## src/hdl/gexp_pkg.sv

```systemverilog
// Shared types, field widths and codes for the greedy expansion unit.
`default_nettype none

package gexp_pkg;

    localparam int DEF_POSITIONS  = 32;
    localparam int DEF_STATES     = 16;
    localparam int DEF_MAX_DIGITS = 16;

    localparam int ACTION_W = 2;
    localparam int VALUE_W  = 31;
    localparam int SLOT_W   = 5;
    localparam int DIGIT_W  = 4;
    localparam int STATE_W  = 4;
    localparam int LABEL_W  = 8;
    localparam int POS_W    = 5;

    localparam int ALPHA_W    = 5;
    localparam int CFG_IDX_W  = 1;
    localparam int CFG_DATA_W = 5;

    localparam logic [ALPHA_W-1:0] ALPHA_RESET = 5'd2;
    localparam logic [STATE_W-1:0] START_RESET = 4'd0;
    localparam logic [LABEL_W-1:0] LABEL_X     = 8'd88;

    localparam logic [CFG_IDX_W-1:0] REG_ALPHABET = 1'b0;
    localparam logic [CFG_IDX_W-1:0] REG_START    = 1'b1;

    typedef enum logic [ACTION_W-1:0] {
        ACT_LOAD_WEIGHT = 2'd0,
        ACT_LOAD_TRANS  = 2'd1,
        ACT_LOAD_LABEL  = 2'd2,
        ACT_EXPAND      = 2'd3
    } action_t;

    typedef struct packed {
        logic [ACTION_W-1:0] action;
        logic [VALUE_W-1:0]  value;
        logic [SLOT_W-1:0]   slot;
        logic [DIGIT_W-1:0]  digit_in;
        logic [STATE_W-1:0]  target_state;
        logic [LABEL_W-1:0]  label_in;
    } in_item_t;

    typedef struct packed {
        logic [DIGIT_W-1:0] digit_out;
        logic [POS_W-1:0]   position;
        logic               last;
        logic [LABEL_W-1:0] final_label;
        logic               unrepresented;
    } out_item_t;

    typedef struct packed {
        logic accept;
        logic start;
        logic pos_inc;
        logic pos_dec;
        logic mul;
        logic cap;
        logic div_init;
        logic div_step;
        logic set_over;
        logic trn;
        logic emit;
        logic emit_final;
    } dp_cmd_t;

    typedef struct packed {
        logic expand;
        logic prod_le_rem;
        logic pos_zero;
        logic pos_top;
        logic bit_zero;
        logic out_free;
    } dp_stat_t;

endpackage

`default_nettype wire

```

## src/hdl/gexp_ram.sv

```systemverilog
// Generic single-write, single-read RAM with registered read data.
`default_nettype none

module gexp_ram #(
    parameter int WIDTH = 8,
    parameter int DEPTH = 16,
    localparam int AW = (DEPTH > 1) ? $clog2(DEPTH) : 1
) (
    input  logic             clk,
    input  logic             we,
    input  logic [AW-1:0]    waddr,
    input  logic [WIDTH-1:0] wdata,
    input  logic [AW-1:0]    raddr,
    output logic [WIDTH-1:0] rdata
);

    logic [WIDTH-1:0] mem [DEPTH];

    always_ff @(posedge clk)
    begin
        if (we)
        begin
            mem[waddr] <= wdata;
        end
        rdata <= mem[raddr];
    end

endmodule

`default_nettype wire

```

## src/hdl/gexp_ctrl.sv

```systemverilog
// Sequencer for weight search, digit selection, automaton step and result issue.
`default_nettype none

module gexp_ctrl (
    input  logic               clk,
    input  logic               rst_n,
    input  logic               req_valid,
    output logic               req_ready,
    input  gexp_pkg::dp_stat_t stat,
    output gexp_pkg::dp_cmd_t  cmd
);
    import gexp_pkg::*;

    typedef enum logic [3:0] {
        ST_IDLE,
        ST_SWAIT,
        ST_SMUL,
        ST_SCMP,
        ST_WWAIT,
        ST_WMUL,
        ST_WCMP,
        ST_DIV,
        ST_STEP,
        ST_TRN,
        ST_LWAIT,
        ST_FIN
    } state_t;

    state_t state_reg;
    state_t state_next;

    assign req_ready = (state_reg == ST_IDLE);

    always_comb
    begin
        state_next = state_reg;
        cmd        = '0;
        unique case (state_reg)
            ST_IDLE:
            begin
                cmd.accept = req_valid;
                if (req_valid && stat.expand)
                begin
                    cmd.start  = 1'b1;
                    state_next = ST_SWAIT;
                end
            end
            ST_SWAIT:
            begin
                state_next = ST_SMUL;
            end
            ST_SMUL:
            begin
                cmd.mul    = 1'b1;
                state_next = ST_SCMP;
            end
            ST_SCMP:
            begin
                // first position whose top multiple exceeds the number starts the walk
                if (!stat.prod_le_rem)
                begin
                    cmd.div_init = 1'b1;
                    state_next   = ST_DIV;
                end
                else if (stat.pos_top)
                begin
                    cmd.set_over = 1'b1;
                    cmd.cap      = 1'b1;
                    state_next   = ST_STEP;
                end
                else
                begin
                    cmd.pos_inc = 1'b1;
                    state_next  = ST_SWAIT;
                end
            end
            ST_WWAIT:
            begin
                state_next = ST_WMUL;
            end
            ST_WMUL:
            begin
                cmd.mul    = 1'b1;
                state_next = ST_WCMP;
            end
            ST_WCMP:
            begin
                if (stat.prod_le_rem)
                begin
                    cmd.cap    = 1'b1;
                    state_next = ST_STEP;
                end
                else
                begin
                    cmd.div_init = 1'b1;
                    state_next   = ST_DIV;
                end
            end
            ST_DIV:
            begin
                cmd.div_step = 1'b1;
                if (stat.bit_zero)
                begin
                    state_next = ST_STEP;
                end
            end
            ST_STEP:
            begin
                // position zero goes out later together with the label
                if (stat.pos_zero)
                begin
                    state_next = ST_TRN;
                end
                else if (stat.out_free)
                begin
                    cmd.emit   = 1'b1;
                    state_next = ST_TRN;
                end
            end
            ST_TRN:
            begin
                cmd.trn = 1'b1;
                if (stat.pos_zero)
                begin
                    state_next = ST_LWAIT;
                end
                else
                begin
                    cmd.pos_dec = 1'b1;
                    state_next  = ST_WWAIT;
                end
            end
            ST_LWAIT:
            begin
                state_next = ST_FIN;
            end
            ST_FIN:
            begin
                if (stat.out_free)
                begin
                    cmd.emit_final = 1'b1;
                    state_next     = ST_IDLE;
                end
            end
            default:
            begin
                state_next = ST_IDLE;
            end
        endcase
    end

    always_ff @(posedge clk or negedge rst_n)
    begin
        if (!rst_n)
        begin
            state_reg <= ST_IDLE;
        end
        else
        begin
            state_reg <= state_next;
        end
    end

endmodule

`default_nettype wire

```

## src/hdl/gexp_dp.sv

```systemverilog
// Datapath: tables, configuration, remainder, digit divider, automaton state, result register.
`default_nettype none

module gexp_dp #(
    parameter int POSITIONS  = gexp_pkg::DEF_POSITIONS,
    parameter int STATES     = gexp_pkg::DEF_STATES,
    parameter int MAX_DIGITS = gexp_pkg::DEF_MAX_DIGITS
) (
    input  logic                                clk,
    input  logic                                rst_n,
    input  gexp_pkg::in_item_t                  req,
    input  logic                                cfg_we,
    input  logic [gexp_pkg::CFG_IDX_W-1:0]      cfg_index,
    input  logic [gexp_pkg::CFG_DATA_W-1:0]     cfg_data,
    input  gexp_pkg::dp_cmd_t                   cmd,
    output gexp_pkg::dp_stat_t                  stat,
    output logic                                rsp_valid,
    input  logic                                rsp_ready,
    output gexp_pkg::out_item_t                 rsp
);
    import gexp_pkg::*;

    localparam int PW = $clog2(POSITIONS);
    localparam int SW = (STATES > 1) ? $clog2(STATES) : 1;
    localparam int DW = $clog2(MAX_DIGITS);
    localparam int BW = (DW > 1) ? $clog2(DW) : 1;
    localparam int WX = VALUE_W + DW;

    // configuration
    logic [ALPHA_W-1:0] alpha_reg;
    logic [STATE_W-1:0] start_reg;

    always_ff @(posedge clk or negedge rst_n)
    begin
        if (!rst_n)
        begin
            alpha_reg <= ALPHA_RESET;
            start_reg <= START_RESET;
        end
        else if (cfg_we)
        begin
            unique case (cfg_index)
                REG_ALPHABET: alpha_reg <= ALPHA_W'(cfg_data);
                REG_START:    start_reg <= STATE_W'(cfg_data);
                default:      ;
            endcase
        end
    end

    // largest digit, alphabet size clamped into its legal range
    logic [DW-1:0] km1;

    always_comb
    begin
        if (alpha_reg < ALPHA_W'(2))
        begin
            km1 = DW'(1);
        end
        else if (int'(alpha_reg) > MAX_DIGITS)
        begin
            km1 = DW'(MAX_DIGITS - 1);
        end
        else
        begin
            km1 = DW'(alpha_reg - ALPHA_W'(1));
        end
    end

    // table writes from load requests
    logic load_w;
    logic load_t;
    logic load_l;

    assign load_w = cmd.accept && (req.action == ACT_LOAD_WEIGHT) && (int'(req.slot) < POSITIONS);
    assign load_t = cmd.accept && (req.action == ACT_LOAD_TRANS) && (int'(req.slot) < STATES)
                    && (int'(req.digit_in) < MAX_DIGITS);
    assign load_l = cmd.accept && (req.action == ACT_LOAD_LABEL) && (int'(req.slot) < STATES);

    logic [VALUE_W-1:0] rem_reg;
    logic [VALUE_W-1:0] rem_next;
    logic [WX-1:0]      prod_reg;
    logic [WX-1:0]      prod_next;
    logic [DW-1:0]      q_reg;
    logic [DW-1:0]      q_next;
    logic [BW-1:0]      bit_reg;
    logic [BW-1:0]      bit_next;
    logic [PW-1:0]      pos_reg;
    logic [PW-1:0]      pos_next;
    logic [STATE_W-1:0] st_reg;
    logic [STATE_W-1:0] st_next;
    logic               over_reg;
    logic               over_next;

    logic [VALUE_W-1:0] w_rd;
    logic [STATE_W-1:0] trans_rd;
    logic [LABEL_W-1:0] label_rd;
    logic               st_ok;

    assign st_ok = (int'(st_reg) < STATES);

    gexp_ram #(
        .WIDTH (VALUE_W),
        .DEPTH (2 ** PW)
    ) u_weight_ram (
        .clk   (clk),
        .we    (load_w),
        .waddr (PW'(req.slot)),
        .wdata (req.value),
        .raddr (pos_reg),
        .rdata (w_rd)
    );

    gexp_ram #(
        .WIDTH (STATE_W),
        .DEPTH (2 ** (SW + DW))
    ) u_trans_ram (
        .clk   (clk),
        .we    (load_t),
        .waddr ({SW'(req.slot), DW'(req.digit_in)}),
        .wdata (req.target_state),
        .raddr ({(st_ok ? SW'(st_reg) : SW'(0)), q_reg}),
        .rdata (trans_rd)
    );

    gexp_ram #(
        .WIDTH (LABEL_W),
        .DEPTH (2 ** SW)
    ) u_label_ram (
        .clk   (clk),
        .we    (load_l),
        .waddr (SW'(req.slot)),
        .wdata (req.label_in),
        .raddr (SW'(st_reg)),
        .rdata (label_rd)
    );

    logic [WX-1:0] rem_ext;
    logic [WX-1:0] cand;

    assign rem_ext = WX'(rem_reg);
    assign cand    = WX'(w_rd) << bit_reg;

    always_comb
    begin
        rem_next  = rem_reg;
        prod_next = prod_reg;
        q_next    = q_reg;
        bit_next  = bit_reg;
        pos_next  = pos_reg;
        st_next   = st_reg;
        over_next = over_reg;

        if (cmd.start)
        begin
            rem_next  = req.value;
            st_next   = start_reg;
            pos_next  = '0;
            over_next = 1'b0;
        end
        if (cmd.pos_inc)
        begin
            pos_next = pos_reg + PW'(1);
        end
        if (cmd.pos_dec)
        begin
            pos_next = pos_reg - PW'(1);
        end
        if (cmd.mul)
        begin
            prod_next = WX'(w_rd) * WX'(km1);
        end
        if (cmd.set_over)
        begin
            over_next = 1'b1;
        end
        // top digit fits: take it whole
        if (cmd.cap)
        begin
            rem_next = VALUE_W'(rem_ext - prod_reg);
            q_next   = km1;
        end
        if (cmd.div_init)
        begin
            q_next   = '0;
            bit_next = BW'(DW - 1);
        end
        // restoring division, one digit bit per cycle
        if (cmd.div_step)
        begin
            if (rem_ext >= cand)
            begin
                rem_next        = VALUE_W'(rem_ext - cand);
                q_next[bit_reg] = 1'b1;
            end
            bit_next = bit_reg - BW'(1);
        end
        if (cmd.trn)
        begin
            st_next = trans_rd;
        end
    end

    always_ff @(posedge clk)
    begin
        rem_reg  <= rem_next;
        prod_reg <= prod_next;
        q_reg    <= q_next;
        bit_reg  <= bit_next;
        pos_reg  <= pos_next;
        st_reg   <= st_next;
        over_reg <= over_next;
    end

    // result register
    logic      rsp_valid_reg;
    logic      rsp_valid_next;
    out_item_t rsp_reg;
    out_item_t rsp_next;

    always_comb
    begin
        rsp_valid_next = rsp_valid_reg;
        rsp_next       = rsp_reg;
        if (rsp_ready)
        begin
            rsp_valid_next = 1'b0;
        end
        if (cmd.emit || cmd.emit_final)
        begin
            rsp_valid_next         = 1'b1;
            rsp_next.digit_out     = DIGIT_W'(q_reg);
            rsp_next.position      = POS_W'(pos_reg);
            rsp_next.last          = cmd.emit_final;
            rsp_next.final_label   = '0;
            rsp_next.unrepresented = 1'b0;
            if (cmd.emit_final)
            begin
                if (rem_reg != '0)
                begin
                    rsp_next.final_label = LABEL_X;
                end
                else if (st_ok)
                begin
                    rsp_next.final_label = label_rd;
                end
                rsp_next.unrepresented = (rem_reg != '0) || over_reg;
            end
        end
    end

    always_ff @(posedge clk or negedge rst_n)
    begin
        if (!rst_n)
        begin
            rsp_valid_reg <= 1'b0;
        end
        else
        begin
            rsp_valid_reg <= rsp_valid_next;
        end
    end

    always_ff @(posedge clk)
    begin
        rsp_reg <= rsp_next;
    end

    assign rsp_valid = rsp_valid_reg;
    assign rsp       = rsp_reg;

    assign stat.expand      = (req.action == ACT_EXPAND);
    assign stat.prod_le_rem = (prod_reg <= rem_ext);
    assign stat.pos_zero    = (pos_reg == '0);
    assign stat.pos_top     = (pos_reg == PW'(POSITIONS - 1));
    assign stat.bit_zero    = (bit_reg == '0);
    assign stat.out_free    = !rsp_valid_reg || rsp_ready;

endmodule

`default_nettype wire

```

## src/hdl/greedy_expansion_with_automaton_unit.sv

```systemverilog
// Top level of the greedy digit expansion unit with automaton labeling.
// Requests arrive on req (valid/ready). Load requests (weight, transition, label)
// are taken while idle and give no result. An expand request yields one result
// per position, from the start position down to zero, on rsp (valid/ready); the
// result at position zero has last set and carries the final label and flag.
// Configuration (alphabet size, start state) is written through cfg_we/cfg_index/
// cfg_data, by the user only while no expansion runs; the block does not enforce it.
// Steps of one expansion: the search tries positions upward from zero, each with a
// weight RAM read, a multiply by the top digit and a compare, up to the first
// position whose top multiple exceeds the number; that start position takes its
// digit from the digit divider. Each position below it takes a weight read,
// multiply and compare, plus the divider when its digit is below the top digit;
// every position ends with the automaton step, and the final label read and issue
// close the expansion. One expansion is worked at a time; req_ready is low until
// the last result is loaded into the output register.
// A stalled receiver holds the walk at the next result until the output register
// frees up. Reset clears the controller, the result valid and the configuration
// (alphabet size 2, start state 0); table contents stay undefined until loaded.
`default_nettype none

module greedy_expansion_with_automaton_unit #(
    parameter int POSITIONS  = gexp_pkg::DEF_POSITIONS,
    parameter int STATES     = gexp_pkg::DEF_STATES,
    parameter int MAX_DIGITS = gexp_pkg::DEF_MAX_DIGITS
) (
    input  logic                             clk,
    input  logic                             rst_n,
    input  logic                             req_valid,
    output logic                             req_ready,
    input  gexp_pkg::in_item_t               req,
    output logic                             rsp_valid,
    input  logic                             rsp_ready,
    output gexp_pkg::out_item_t              rsp,
    input  logic                             cfg_we,
    input  logic [gexp_pkg::CFG_IDX_W-1:0]   cfg_index,
    input  logic [gexp_pkg::CFG_DATA_W-1:0]  cfg_data
);
    import gexp_pkg::*;

    dp_cmd_t  cmd;
    dp_stat_t stat;

    gexp_ctrl u_ctrl (
        .clk       (clk),
        .rst_n     (rst_n),
        .req_valid (req_valid),
        .req_ready (req_ready),
        .stat      (stat),
        .cmd       (cmd)
    );

    gexp_dp #(
        .POSITIONS  (POSITIONS),
        .STATES     (STATES),
        .MAX_DIGITS (MAX_DIGITS)
    ) u_dp (
        .clk       (clk),
        .rst_n     (rst_n),
        .req       (req),
        .cfg_we    (cfg_we),
        .cfg_index (cfg_index),
        .cfg_data  (cfg_data),
        .cmd       (cmd),
        .stat      (stat),
        .rsp_valid (rsp_valid),
        .rsp_ready (rsp_ready),
        .rsp       (rsp)
    );

    // never overwrite a result that the receiver has not taken
    a_no_overwrite: assert property (@(posedge clk) disable iff (!rst_n)
        (cmd.emit || cmd.emit_final) |-> stat.out_free)
        else $error("result register overwritten");

    // the final result ends the expansion
    a_final_idle: assert property (@(posedge clk) disable iff (!rst_n)
        cmd.emit_final |=> req_ready)
        else $error("not idle after final result");

    // one datapath arithmetic operation at a time
    a_one_op: assert property (@(posedge clk) disable iff (!rst_n)
        $onehot0({cmd.mul, cmd.cap, cmd.div_init, cmd.div_step}))
        else $error("conflicting datapath commands");

    // a new expansion starts only on an accepted request
    a_start_accept: assert property (@(posedge clk) disable iff (!rst_n)
        cmd.start |-> (req_valid && req_ready))
        else $error("expansion started without a request");

endmodule

`default_nettype wire

```

## config.mk

```make
export PLATFORM = sky130hd
export DESIGN_NAME = greedy_expansion_with_automaton_unit
export DESIGN_NICKNAME = d
export VERILOG_FILES = /design/src/hdl/gexp_pkg.sv /design/src/hdl/gexp_ram.sv /design/src/hdl/gexp_ctrl.sv /design/src/hdl/gexp_dp.sv /design/src/hdl/greedy_expansion_with_automaton_unit.sv
export SDC_FILE = /design/constraint.sdc
export NUM_CORES = 2
export LEC_CHECK = 0
export BUFFER_PORTS_ARGS = -buffer_cell sky130_fd_sc_hd__buf_4
export CORE_ASPECT_RATIO = 0.75
export CORE_MARGIN = 4
export CORE_UTILIZATION = 45
export CTS_CLUSTER_SIZE = 25
export DETAILED_ROUTE_END_ITERATION = 8
export SETUP_SLACK_MARGIN = 0.02
export SYNTH_ARGS = -nofsm -noshare
export SYNTH_HDL_FRONTEND = slang
export SYNTH_SLANG_ARGS = --single-unit
```

## constraint.sdc

```tcl
create_clock -name clk -period 5.9 [get_ports clk]
set_input_delay 0.59 -clock clk [delete_from_list [all_inputs] [get_ports clk]]
set_output_delay 0.59 -clock clk [all_outputs]
set_load 0.01 [all_outputs]
```

* Yosys cells after proc, flatten, opt, wreduce, memory -nomap -nowiden
Memory sizes are Yosys's and may differ from the RTL's. A register that Yosys moved wholly into a read port is not among the register bits.
Cells that the tools add are included.
** Word-level totals
- Input port bits :: 65
- Latch bits :: 0
- Output and inout port bits :: 21
- Register bits :: 115
- Memories :: 3
- ROM bits :: 0
- Bits in writable memories :: 2144
** Operators by class
- Order comparisons :: 7
- Reductions and logical operators :: 25
- Equality and inequality tests :: 19
- Bitwise operators :: 3
- Divide/modulo/power cells :: 0
- Shift operators :: 1
- Muxes and demuxes :: 58
- Add/subtract/negate cells :: 6
- Multipliers :: 1
** Memories
- u_dp.u_trans_ram.mem :: depth 256, width 4, read ports 1, clocked after memory_dff 1, write ports 1, RTL line gexp_ram.sv:17 : logic [WIDTH-1:0] mem [DEPTH];
- u_dp.u_weight_ram.mem :: depth 32, width 31, read ports 1, clocked after memory_dff 1, write ports 1, RTL line gexp_ram.sv:17
- u_dp.u_label_ram.mem :: depth 16, width 8, read ports 1, clocked after memory_dff 1, write ports 1, RTL line gexp_ram.sv:17
** Operator list (number)
- 2-to-1 mux 31 bit :: 4
- 2-to-1 mux 4 bit :: 17
- subtractor 31 bit :: 2
- case mux 4 bit (12 select lines) :: 1
- >= comparator 31 x 35 -> 1 bit :: 1
- <= comparator 35 x 31 -> 1 bit :: 1
- multiplier 31 x 4 -> 35 bit :: 1
- << shifter 31 x 2 -> 35 bit :: 1
- nonzero test 31 bit :: 1
- 2-to-1 mux 1 bit :: 27
- equality test 4 x 3 -> 1 bit (second input constant) :: 4
- equality test 4 bit (second input constant) :: 4
- 2-to-1 mux 5 bit :: 3
- equality test 4 x 2 -> 1 bit (second input constant) :: 2
- logical AND 1 bit :: 7
- 2-to-1 mux 7 bit :: 1
- 2-to-1 mux 2 bit :: 3
- nonzero test 2 bit :: 3
- adder 5 x 1 -> 5 bit (second input constant) :: 1
- equality test 5 bit (second input constant) :: 1
- > comparator 5 bit (second input constant) :: 1
- logical NOT 5 bit :: 1
- < comparator 5 x 2 -> 1 bit (second input constant) :: 1
- < comparator 5 bit (second input constant) :: 1
- other kinds (23) :: 31

* Depth between registers and ports, before layout
- Depth in word-level cells :: 9
- Depth in mapped cells :: 23
- Depth with buffers taken out :: 21

* Hierarchy
From an unflattened synthesis, not the netlist that was laid out.
** Unflattened totals
- Cells, all modules :: 6105
- Area total of the unflattened synthesis :: 98798.5 sq um
** Modules (own cells, without submodules)
- gexp_ram (u_dp.u_trans_ram) :: area each 40675.3 sq um, cells each 2051, instances 1
- gexp_ram (u_dp.u_weight_ram) :: area each 39163.8 sq um, cells each 2192, instances 1
- gexp_dp :: area each 13269.0 sq um, cells each 1563, instances 1
- gexp_ram (u_dp.u_label_ram) :: area each 5147.4 sq um, cells each 229, instances 1
- gexp_ctrl :: area each 543.0 sq um, cells each 70, instances 1

* Worst setup path before layout
OpenSTA, ideal clock, no wires.
- Path type :: input port to flip-flop
- Start :: in req[17] (netlist name)
- End :: mem u_dp.u_weight_ram.mem[14][0] (netlist name), enable pin
- Path slack :: 0.643 ns
- Stages :: 5
- Path buffers :: 2
- Data required time :: 5.392 ns
- Library setup time :: 0.508 ns
- Arrival time :: 4.749 ns
- Path through :: clkbuf_1 -> nor2b_1 -> clkbuf_1 -> nand3_1 -> nor4b_1
** RTL lines
- start: declaration :: RTL line greedy_expansion_with_automaton_unit.sv:30 : input gexp_pkg::in_item_t req,
- end: declaration :: RTL line gexp_ram.sv:17
No word-level cell before the write port.

* Final worst setup path
- Start :: reg u_dp.alpha_reg[1]
- End :: reg u_dp.prod_reg[32], data pin
** Between the ends
- Longest elaborated chain between the ends :: 4
- Elaborated cells on any way between the ends :: 6
- Those cells by class :: 1 x add/sub; 1 x mul; 2 x order compare; 2 x mux
** Ends and longest elaborated chain
- start: declaration :: RTL line gexp_dp.sv:30 : logic [ALPHA_W-1:0] alpha_reg;
- start signal: assignment :: RTL line gexp_dp.sv:43 : REG_ALPHABET: alpha_reg <= ALPHA_W'(cfg_data);
- subtractor 4 x 1 -> 4 bit / > comparator 5 bit (equally long branches) :: RTL line gexp_dp.sv:65, gexp_dp.sv:59
- 2-to-1 mux 4 bit :: RTL line gexp_dp.sv:59 : else if (int'(alpha_reg) > MAX_DIGITS)
- 2-to-1 mux 4 bit * :: RTL line gexp_dp.sv:55 : if (alpha_reg < ALPHA_W'(2))
- multiplier 31 x 4 -> 35 bit * :: RTL line gexp_dp.sv:170 : prod_next = WX'(w_rd) * WX'(km1);
- end signal: assignment :: RTL line gexp_dp.sv:206 : prod_reg <= prod_next;
- end: declaration :: RTL line gexp_dp.sv:81 : logic [WX-1:0] prod_reg;
Mark *: on every way between the ends. The rest lies on a longest branch, timed or not.
A chain may end at the register's enable or synchronous reset.

==> run summary <==
CTS Buf Count: 220
Largest regs: u_dp.u_trans_ram.mem (1024), u_dp.u_weight_ram.mem (992), u_dp.u_label_ram.mem (128)
Effective utilization at floorplan: 0.453
Sequential Area: 68300 um^2
Die X: 544 um
Fin. Hold Viols: 0
Max_cap viols: 0
Fill cell count: 17.0k
Input/output buffers: 85
Vert. Die Dim: 410 um
Root Driver: clkbuf_16
Total Routed Length: 249 mm
Largest area contributor in the netlist: edfxtp_1
CP endpoint kind: register
Post-route ant nets: 0
Vias: 50.2k
Initial antenna violation count: 34
Pre-CTS WS: 197 ps
M1 wire length: 115 mm
Crit Path Class: reg -> reg
Setup TNS: 0 ps
Crit start category: register
Mapped Cells: 5093
WP data arrival: 6180 ps
Cell area power density: 405 nW/um^2
GRT Util Overall: 0.224
Design Area, Final: 109000 um^2
Final Slew Violations: 0
CTS tree: done
Hold crit path type: in -> reg
Reg with most FFs: u_dp.u_trans_ram.mem
Synth Register Bits: 2302
Syn_nets: 5357
Total gr overflow: 0
Row cnt: 147
Final Non-Filler Cells: 8290
DR pass1 iterations: 7
Maximum number of pins on one net before global-route repair: 198
Sequential share of the synthesized area: 0.703
Die area: 223000 um^2
Main synth FF type: edfxtp_1
IO Pins: 86
CP Data Required Time: 6460 ps
First-pass GRT wire length: 363 mm
Final GP Congestion: 0.900
RSZ-0062 raised after global routing: no
Post-DP HPWL: 152 mm
VDD IR-drop max: 0.312 mV
Number of distinct library cells after synthesis: 70
Multi-input logic area: 27300 um^2
Skew-Pair Late Insertion Delay: 880 ps
Final Util: 0.508
Drt wl/cell: 30.1 um
Worst-margin pin slew: 1270 ps
Core area: 214000 um^2
Worst setup margin: 286 ps
Number of global-route vias before repair: 49.5k
Ranking of synthesized cells by area: edfxtp_1, mux4_2, ha_1
Post-CTS Setup Inserts: 0
WL met2: 107 mm
Layout cells sized above 1: 0.251
Final #Nets: 5528
Top cell type's share of synthesized area: 0.683
Fin crit period: 5610 ps
Fin crit share: 0.952
Area of the mapped netlist: 97100 um^2
Leak: 35.0 nW
Placed Cells: 7859
Headroom to the max-slew limit: 0.150
Max Clock Skew: 71.4 ps
Top Layer Used: met5
Layout area overhead: 12.0%
Ys Warns: 0
Flip-flop count of the largest register after layout: 1024
Drt initial violations: 6469
Syn_area_per_cell: 19.1 um^2
H-tree Lvls: 4
Residual DRC: 0
Final setup viols: 0
Ys async rst share: 0.00608
Crit Path Max Fanout: 5
Area after DPL: 102000 um^2
Max Freq: 178 MHz
Via/cell ratio: 6.05
Status: completed
Wire length on met3: 22.9 mm
Clk buf depth: 3
Worst-path clk slew: 60 ps
Num Clock Sinks: 2302
Post-synth EDFFs: 2209
-- cell usage after synthesis (all sizes together), types with 45 or more instances --
cell / count
a21o: 45
a21oi: 114
and2: 70
buf: 68
clkbuf: 188
dfxtp: 79
edfxtp: 2209
fa: 60
ha: 139
inv: 221
mux2: 71
mux4: 706
nand2: 161
nor2: 376
nor2b: 56
o21ai: 91
xnor2: 51
-- final cells by class --
| type | count | share of cell area |
|---|---|---|
| inverters | 221 | 0.00763 |
| diodes | 8 | 0.000184 |
| clock buffers | 276 | 0.0538 |
| repair buffers | 204 | 0.0161 |
| flip-flops and latches | 2302 | 0.628 |
| well taps | 2831 | 0.0326 |
| multi-input cells | 2315 | 0.251 |
| clock inverters | 133 | 0.0108 |
-- worst paths after layout --
path                                                    from                       endpoint  slack, ps  cells after the start
setup / recovery               u_dp.alpha_reg[1]$_DFFE_PN1P_    u_dp.prod_reg[32]$_DFFE_PP_        290                     21
hold / removal                                   cfg_data[4]  u_dp.alpha_reg[4]$_DFFE_PN0P_         90                      3
setup reg to reg               u_dp.alpha_reg[1]$_DFFE_PN1P_    u_dp.prod_reg[32]$_DFFE_PP_        290                     21
hold reg to reg            u_dp.u_trans_ram.rdata[3]$_DFF_P_       u_dp.st_reg[3]$_DFFE_PP_        510                      2
max in group asynchronous                              rst_n  u_dp.alpha_reg[1]$_DFFE_PN1P_       5440                      2
min in group asynchronous                              rst_n  u_dp.start_reg[3]$_DFFE_PN0P_        170                      2
-- per-stage QoR --
step                power (mW)  hold slack, ps
floorplan                 27.3             294
detailed placement        30.5             478
CTS                       44.2            23.3
finish                    44.1            88.1
global route              46.2            44.2
global placement          30.4             469
-- cell families after synthesis --
family,Yosys count,synth area share
AOI/OAI and AO/OA,364,0.0235
xor gates and xnor gates,78,0.00704
adders and majority gates,199,0.0303
buffers and inverters,477,0.0191
DFF,2302,0.703
muxes,817,0.176
and+or+nand+nor,856,0.0406
-- repair_timing --
action | CTS | global route
gates resized for setup | 0 | 6
endpoints found under the setup margin | 0 | 4
hold buffers | 13 | 0
hold endpoints to repair | 146 | 0
-- cell usage in the layout (no fill, tap or decap), types with 51 or more instances in the layout --
cell       count
inv_1        221
edfxtp_1    2209
clkbuf_16    221
o21ai_0       91
fa_1          60
buf_4        173
mux4_2       706
nand2_1      152
and2_1        70
xnor2_1       51
a21oi_1      111
ha_1         138
dfxtp_1       75
nor2_1       342
mux2_2        71
nor2b_1       56
-- routing by layer --
layer	vias up	global-route usage
met5	-	0
met4	2	0.0466
met3	301	0.0424
met2	2229	0.312
met1	26900	0.367
li1	20800	-
-- report_power, final --
part	leakage, nW	internal, mW	switching, mW
clock network	3.43	7.57	6.17
registers	20.7	18.5	0.691
logic	10.9	4.85	6.26
-- critical path, stage by stage, from the launching register on --
cell and delay [ps]:
dfstp_2 560, inv_1 80, ha_2 320, a21oi_2 230, nor3_4 80, a21oi_4 220, nand2_1 120, fa_1 540
inv_1 50, fa_1 510, inv_1 60, fa_1 410, nor2b_1 170, o31a_1 190, o31a_1 240, a22oi_1 130
a21bo_2 240, o311a_1 330, or3_1 430, o2111ai_1 230, a21oi_1 110, xnor2_1 120
No activity file was read; power rests on OpenSTA's default activity.
